### config.mk
export PLATFORM = sky130hd
export DESIGN_NAME = apt_merge
export DESIGN_NICKNAME = d
export VERILOG_FILES = /design/src/hdl/abc_to_dq_park_transform_core_assert.svh /design/src/hdl/apt_pkg.sv /design/src/hdl/apt_merge.sv
export SDC_FILE = /design/constraint.sdc
export NUM_CORES = 2
export LEC_CHECK = 0
export ABC_AREA = 1
export BUFFER_PORTS_ARGS = -buffer_cell sky130_fd_sc_hd__buf_2
export CORE_MARGIN = 2
export CORE_UTILIZATION = 55
export DETAILED_ROUTE_END_ITERATION = 16
export PLACE_DENSITY_LB_ADDON = 0.12
export SYNTH_ARGS = -nofsm -noshare
export SYNTH_HDL_FRONTEND = slang
export SYNTH_SLANG_ARGS = --single-unit
export TNS_END_PERCENT = 5
### constraint.sdc
create_clock -name clk -period 6.9 [get_ports clk]
set_input_delay 0.69 -clock clk [delete_from_list [all_inputs] [get_ports clk]]
set_output_delay 0.69 -clock clk [all_outputs]
set_load 0.005 [all_outputs]
### src/hdl/abc_to_dq_park_transform_core_assert.svh
// assertion macros for the abc to dq park transform core
// expects clk and rst_n in the scope of the including module
`ifndef ABC_TO_DQ_PARK_TRANSFORM_CORE_ASSERT_SVH
`define ABC_TO_DQ_PARK_TRANSFORM_CORE_ASSERT_SVH

// same-cycle implication
`define APT_ASSERT_NOW(label, ante, cons, msg) \
    label: assert property (@(posedge clk) disable iff (!rst_n) (ante) |-> (cons)) \
        else $error(msg);

// next-cycle implication
`define APT_ASSERT_NEXT(label, ante, cons, msg) \
    label: assert property (@(posedge clk) disable iff (!rst_n) (ante) |=> (cons)) \
        else $error(msg);

`endif

### src/hdl/apt_pkg.sv
// shared types, constants and sine table builder for the park transform core
// no dependencies
`default_nettype none

package apt_pkg;

    localparam int FRAC_BITS       = 24;
    localparam int SINE_TABLE_BITS = 10;
    localparam int ANGLE_W         = 24;
    localparam int PHASE_W         = 32;
    localparam int AXIS_W          = 32;
    localparam int NUM_PHASES      = 3;
    localparam int NUM_AXES        = 2;
    localparam int NUM_STAGES      = 6;

    localparam int INTERP_W = ANGLE_W - SINE_TABLE_BITS;
    localparam int QUARTER  = 2 ** (SINE_TABLE_BITS - 2);
    localparam int QIDX_W   = SINE_TABLE_BITS - 1;
    localparam int SINE_W   = FRAC_BITS + 2;
    localparam int TERM_W   = PHASE_W + 2;
    localparam int SUM_W    = TERM_W + 2;
    localparam int SCALED_W = SUM_W + 1;

    localparam longint unsigned TWO_PI_Q30   = 64'd6746518852;
    localparam longint          ONE_Q30      = 64'sd1073741824;
    localparam longint          SQRT_2_3_Q30 = 64'sd876706528;

    typedef logic        [ANGLE_W-1:0]         angle_t;
    typedef logic signed [PHASE_W-1:0]         phase_t;
    typedef logic signed [AXIS_W-1:0]          axis_t;
    typedef logic signed [SINE_W-1:0]          sine_t;
    typedef logic        [FRAC_BITS:0]         mag_t;
    typedef logic signed [TERM_W-1:0]          term_t;
    typedef logic signed [SUM_W-1:0]           sum_t;
    typedef logic signed [SCALED_W-1:0]        scaled_t;
    typedef logic        [SINE_TABLE_BITS-1:0] tab_idx_t;
    typedef logic        [QIDX_W-1:0]          qidx_t;
    typedef logic        [INTERP_W-1:0]        frac_t;

    typedef struct packed {
        logic [NUM_STAGES-1:0] load;
    } pipe_ctrl_t;

    localparam angle_t ANGLE_ZERO   = angle_t'(0);
    localparam angle_t THIRD_TURN   = angle_t'(5592405);
    localparam angle_t MINUS_THIRD  = angle_t'(2 ** ANGLE_W - 5592405);
    localparam angle_t QUARTER_TURN = angle_t'(2 ** (ANGLE_W - 2));

    localparam angle_t PHASE_OFFSET [NUM_PHASES] = '{ANGLE_ZERO, MINUS_THIRD, THIRD_TURN};

    // round half up of a nonnegative q30 magnitude to the working format
    function automatic longint q30_to_frac(input longint mag);
        if (FRAC_BITS == 30)
        begin
            return mag;
        end
        return (mag + (64'sd1 <<< (29 - FRAC_BITS))) >>> (30 - FRAC_BITS);
    endfunction

    // first quadrant sine magnitude, taylor series through x^19 in q30
    function automatic mag_t quarter_sine(input int r);
        longint unsigned x;
        longint unsigned t;
        longint          acc;
        x   = (longint'(r) * TWO_PI_Q30) >> SINE_TABLE_BITS;
        t   = x;
        acc = longint'(x);
        for (int n = 1; n <= 9; n++)
        begin
            t = (t * x) >> 30;
            t = (t * x) >> 30;
            case (n)
                1:       t = t / 64'd6;
                2:       t = t / 64'd20;
                3:       t = t / 64'd42;
                4:       t = t / 64'd72;
                5:       t = t / 64'd110;
                6:       t = t / 64'd156;
                7:       t = t / 64'd210;
                8:       t = t / 64'd272;
                default: t = t / 64'd342;
            endcase
            if (n % 2 == 1)
            begin
                acc = acc - longint'(t);
            end
            else
            begin
                acc = acc + longint'(t);
            end
        end
        if (acc < 0)
        begin
            acc = 0;
        end
        if (acc > ONE_Q30)
        begin
            acc = ONE_Q30;
        end
        return mag_t'(q30_to_frac(acc));
    endfunction

    localparam mag_t K_SCALE = mag_t'(q30_to_frac(SQRT_2_3_Q30));

endpackage

`default_nettype wire

### src/hdl/apt_merge.sv
// merging stage: sums the lane terms, scales by sqrt(2/3), saturates
// depends on apt_pkg; occupies pipeline stages 3 to 5
`default_nettype none

module apt_merge import apt_pkg::*;
(
    input  logic       clk,
    input  pipe_ctrl_t ctrl,
    input  term_t      d_term [NUM_PHASES],
    input  term_t      q_term [NUM_PHASES],
    output axis_t      d_axis,
    output axis_t      q_axis
);

    sum_t    sum_next    [NUM_AXES];
    sum_t    sum_reg     [NUM_AXES];
    logic signed [SUM_W+FRAC_BITS+1:0] scale_prod [NUM_AXES];
    scaled_t scaled_next [NUM_AXES];
    scaled_t scaled_reg  [NUM_AXES];
    axis_t   sat_next    [NUM_AXES];
    axis_t   axis_reg    [NUM_AXES];

    function automatic axis_t saturate(input scaled_t v);
        logic [SCALED_W-AXIS_W:0] top;
        top = v[SCALED_W-1:AXIS_W-1];
        if ((&top) || !(|top))
        begin
            return axis_t'(v);
        end
        else if (v[SCALED_W-1])
        begin
            return {1'b1, {(AXIS_W-1){1'b0}}};
        end
        else
        begin
            return {1'b0, {(AXIS_W-1){1'b1}}};
        end
    endfunction

    // stage 3: wide sum, no wrap
    always_comb
    begin
        sum_next[0] = '0;
        sum_next[1] = '0;
        for (int p = 0; p < NUM_PHASES; p++)
        begin
            sum_next[0] = sum_next[0] + sum_t'(d_term[p]);
            sum_next[1] = sum_next[1] + sum_t'(q_term[p]);
        end
    end

    // stage 4: scale by k, truncate; stage 5: saturate to the axis width
    always_comb
    begin
        for (int k = 0; k < NUM_AXES; k++)
        begin
            scale_prod[k]  = sum_reg[k] * $signed({1'b0, K_SCALE});
            scaled_next[k] = scaled_t'(scale_prod[k] >>> FRAC_BITS);
            sat_next[k]    = saturate(scaled_reg[k]);
        end
    end

    always_ff @(posedge clk)
    begin
        for (int k = 0; k < NUM_AXES; k++)
        begin
            if (ctrl.load[3])
            begin
                sum_reg[k] <= sum_next[k];
            end
            if (ctrl.load[4])
            begin
                scaled_reg[k] <= scaled_next[k];
            end
            if (ctrl.load[5])
            begin
                axis_reg[k] <= sat_next[k];
            end
        end
    end

    assign d_axis = axis_reg[0];
    assign q_axis = axis_reg[1];

endmodule

`default_nettype wire

* Word-level counts from Yosys, hierarchy flattened
Memory sizes are Yosys's and may differ from the RTL's. Cells that the tools add are included.
Word-level totals: memories kept 3, memory bits (writable) 210, output and inout port bits 64, word-level logic and storage cells 27, bits of input ports 211, flip-flop bits (word level) 0
Memories:
- scaled_reg | words 2, width 37, read ports 2, clocked after memory_dff 0, wr ports 2, line apt_merge.sv:19 | scaled_t scaled_reg [NUM_AXES];
- sum_reg | words 2, width 36, read ports 2, clocked after memory_dff 0, wr ports 2, line apt_merge.sv:16 | sum_t sum_reg [NUM_AXES];
- axis_reg | words 2, width 32, read ports 2, clocked after memory_dff 0, wr ports 2, line apt_merge.sv:21 | axis_t axis_reg [NUM_AXES];
Cells by class: reductions and logical operators 8, multiply operators 2, multiplexer cells 10, add/subtract/negate cells 4
Operators with widths (number):
- $mux W32 | 4
- $mul A36 B23 Y59 const B | 2
- $add A35 B34 Y36 | 2
- $add A34 B34 Y35 | 2
- $reduce_and A6 Y1 | 2
- $reduce_or A6 Y1 | 2
- $mux W1 | 6
- $logic_not A1 Y1 | 2
- $logic_or A1 B1 Y1 | 2

* Logic depth before layout (Yosys ltp)
An unclocked memory read counts as a cell.
depth after elaboration 5, mapped depth 27, depth with buffers taken out 27

* Least setup slack after synthesis
No wires, ideal clock.
path kind register to register, start point memory sum_reg[0][35] in the netlist's numbering, end point memory scaled_reg[0][35] in the netlist's numbering (data pin), required time 6.647 ns, arrival 5.714 ns, buffers on the path 2, cell stages (with the launch flop) 24, library setup time 0.253 ns, clock period less this slack 5.966 ns, path slack 0.934 ns, cell sequence edfxtp_1 > buf_6 > inv_4 > buf_2 > fa_1 > inv_1 > fa_1 > ha_1 > inv_1 > fa_1 > fa_1 > inv_1 > fa_1 > ha_1 > nand2_1 > inv_1 > a21oi_1 > nor2_1 > nor2_1 > nand2_1 > nand2_1 > nand3_1 > nand2_1 > nand2_1
RTL lines (line):
- start, declared | apt_merge.sv:16
- end, declared | apt_merge.sv:19

==> reports/metrics.yaml <==
cells_and_area:
  synthToLayoutAreaGrowth_pct: 7.77
  multi_input_area_um2: 30500
  largest_register_ffs: 74
  layout-drive-gt1-share_pct: 6.68
  regArea_um2: 6310
  final_common_cell: "inv_1"
  final_cell_mix: "inv_1 (1537), nand2_1 (1460), fa_1 (626)"
  diodes: 0
  nets: 7104
  fill_cells: 7253
run_status:
  status: "finished clean"
clocking:
  clock_sinks: 210
  cts_buffers: 22
  clk_latency_ns: 0.55
  root_buffer: "clkbuf_16"
  cts_resized: 0
  holdBufCountCts: 0
  postCtsSetupBuffers: 0
  h-tree-depth: 1
  tritoncts: "yes"
  clock_path_buffers: 3
  clk_pin_slew_worst_paths_ns: 0.06
floorplanning:
  fp.dieH_um: 283
  die_x_um: 283
  rows: 102
  die_area_um2: 79900
  core-area_um2: 77200
  start_util_pct: 55.3
  io_pins: 275
synth:
  synth_top_area_share_pct: 29.3
  ys_top_cells_by_area: "fa_1 (29%), ha_1 (15%), edfxtp_1 (15%), inv_1 (14%), nand2_1 (13%)"
  syn_inst: 5470
  yosys.area.top_type: "fa_1"
  synth-warning-count: 0
  synthArstFlopShare_pct: 0
  ys_ff_latch: 210
  synth_ff_type: "edfxtp_1"
  synth.avg_cell_area_um2: 7.81
  syn_nets: 6823
  seq_area_frac_synth_pct: 14.8
  syn_area_um2: 42700
  synth_cell_types: 47
  synth_edf_count: 210
critical_path:
  critPathLaunchType: "flip-flop"
  ff2ff_setup_slack_ns: 0.84
  worstSetupEndpointType: "flip-flop"
  critPathMaxFanout: 8
  crit_arrival_ns: 6.35
  r2r_end: "scaled_reg[0][34]"
  worstReg2RegStart: "sum_reg[0][34]"
  path_class: "reg -> reg"
  reg2reg_depth: 22
  worstPathRequired_ns: 7.19
place:
  gp_congestion: 0.960
  io_buffers: 271
  hpwl_mm: 99.5
timing:
  finalHoldViolations: 0
  fin_crit_ns: 6.06
  slew_violations: 0
  clock_skew_ns: 0.0229
  setup_viol: 0
  rsz0062_at_grt: "false"
  relSlewSlack_pct: 20.8
  worst_slew_pin_slew_ns: 1.19
  worst_hold_slack_ns: 0.515
  setup-tns-final_ns: 0
  fmax_mhz: 165
  finalCritPeriodShare_pct: 87.8
hold_path:
  min_path_cells: 2
  whs_endpoint: "axis_reg[0][23]"
  hp-start: "scaled_reg[0][23]"
  min_path_type: "reg -> reg"
drt:
  wire_per_inst_um: 16.1
  ant_nets: 0
  drt_iter0_drc: 2083
  wl_mm: 110
  vias_per_cell: 4.94
  remaining_drc_errors: 0
  drt_pass1_iterations: 12
  vias: 33600
global_route:
  grt_pass1_vias: 34000
  track_usage_pct: 28.6
  grt_max_degree: 75
  grt_antenna_before_repair: 2
  grt_overflow: 0
  grt_first_pass_wirelength_mm: 176
flow_run:
  drv_cap: 0
==> per-layer routing <==
metal / track usage, % / vias to the layer above / wire, µm
met4: 6.27 / 0 / 2600
met5: 0 / - / 0
li1: - / 16900 / -
met1: 42.7 / 15700 / 54200
met2: 43.5 / 914 / 45500
met3: 4.91 / 140 / 7590
==> worst max path at each step <==
stage | cells past startpoint | slack (ns) | to | startpoint
2_1_floorplan | 23 | 0.93 | scaled_reg[0][35] | sum_reg[0][35]
3_3_place_gp | 22 | 0.87 | scaled_reg[0][34] | sum_reg[0][34]
3_5_place_dp | 22 | 0.85 | scaled_reg[0][34] | sum_reg[0][34]
4_1_cts | 23 | 0.86 | scaled_reg[0][70] | sum_reg[0][70]
5_1_grt | 23 | 0.45 | scaled_reg[0][70] | sum_reg[0][70]
6_report | 22 | 0.84 | scaled_reg[0][34] | sum_reg[0][34]
==> stage by stage <==
step	worst slack, ns	util (%)	cell area (µm²)	instances
floorplan	0.934	-	42700	5470
global placement	0.873	58.7	45300	6767
detailed placement	0.854	58.7	45300	6767
CTS	0.862	59.6	46000	6805
global route	0.453	59.6	46000	6805
finish	0.841	59.6	46000	6805
==> worst max-delay path, stage by stage, from the launching register on <==
cell      delay [ns]
edfxtp_1        0.61
ha_1            0.32
fa_1            0.53
inv_1           0.15
nand2_4         0.07
nand2_4         0.10
inv_1           0.07
fa_1            0.47
ha_1            0.28
inv_1           0.05
fa_1            0.49
fa_1            0.49
inv_1           0.05
fa_1            0.51
ha_1            0.48
nand2_1         0.15
nor2_1          0.28
nand2_1         0.15
nor2_2          0.15
and2_1          0.14
nand2_1         0.12
nand4_1         0.10
nand2_1         0.06
==> logic make-up after synthesis <==
logic type	Yosys count	share of synthesized area, %
AO/OA/AOI/OAI	342	4.36
AND/OR/NAND/NOR	2092	20.0
adder cells (fa/ha/maj)	1143	44.5
flip-flops	210	14.8
buffers and inverters	1568	13.9
XOR/XNOR	114	2.44
multiplexers	1	0.0264
==> area by class of cell <==
cell class	instances	area share, %
inverter	1544	12.6
clock buffer	28	1.29
clock inverter	10	0.269
tap	1040	2.83
sequential	210	13.7
multi-input combinational	3692	66.2
timing repair buffer	281	3.11
==> cells in the mapped netlist (3+ instances only) <==
library cell     n
or2_2            8
nand2_2          5
inv_2            6
nand3_2         14
clkbuf_1         8
and2_0           5
nor2_1         294
edfxtp_1       210
o21a_1           5
buf_4            7
nor3_1          20
inv_1         1537
nand2_4          3
and2_1           8
nand2_1       1460
ha_1           516
a21o_1          12
nand4_1         50
xnor2_1         40
nor2_2          17
nor3_2           7
o21bai_1        31
buf_2            7
nor4_1           3
or2_1            6
nand3_1        186
o21ai_0         87
xor2_1          71
a21oi_1        188
fa_1           626
o21ai_1         10
Power is not shown: default switching activity piles up to over one toggle a cycle in this logic, so the estimate is an artifact.
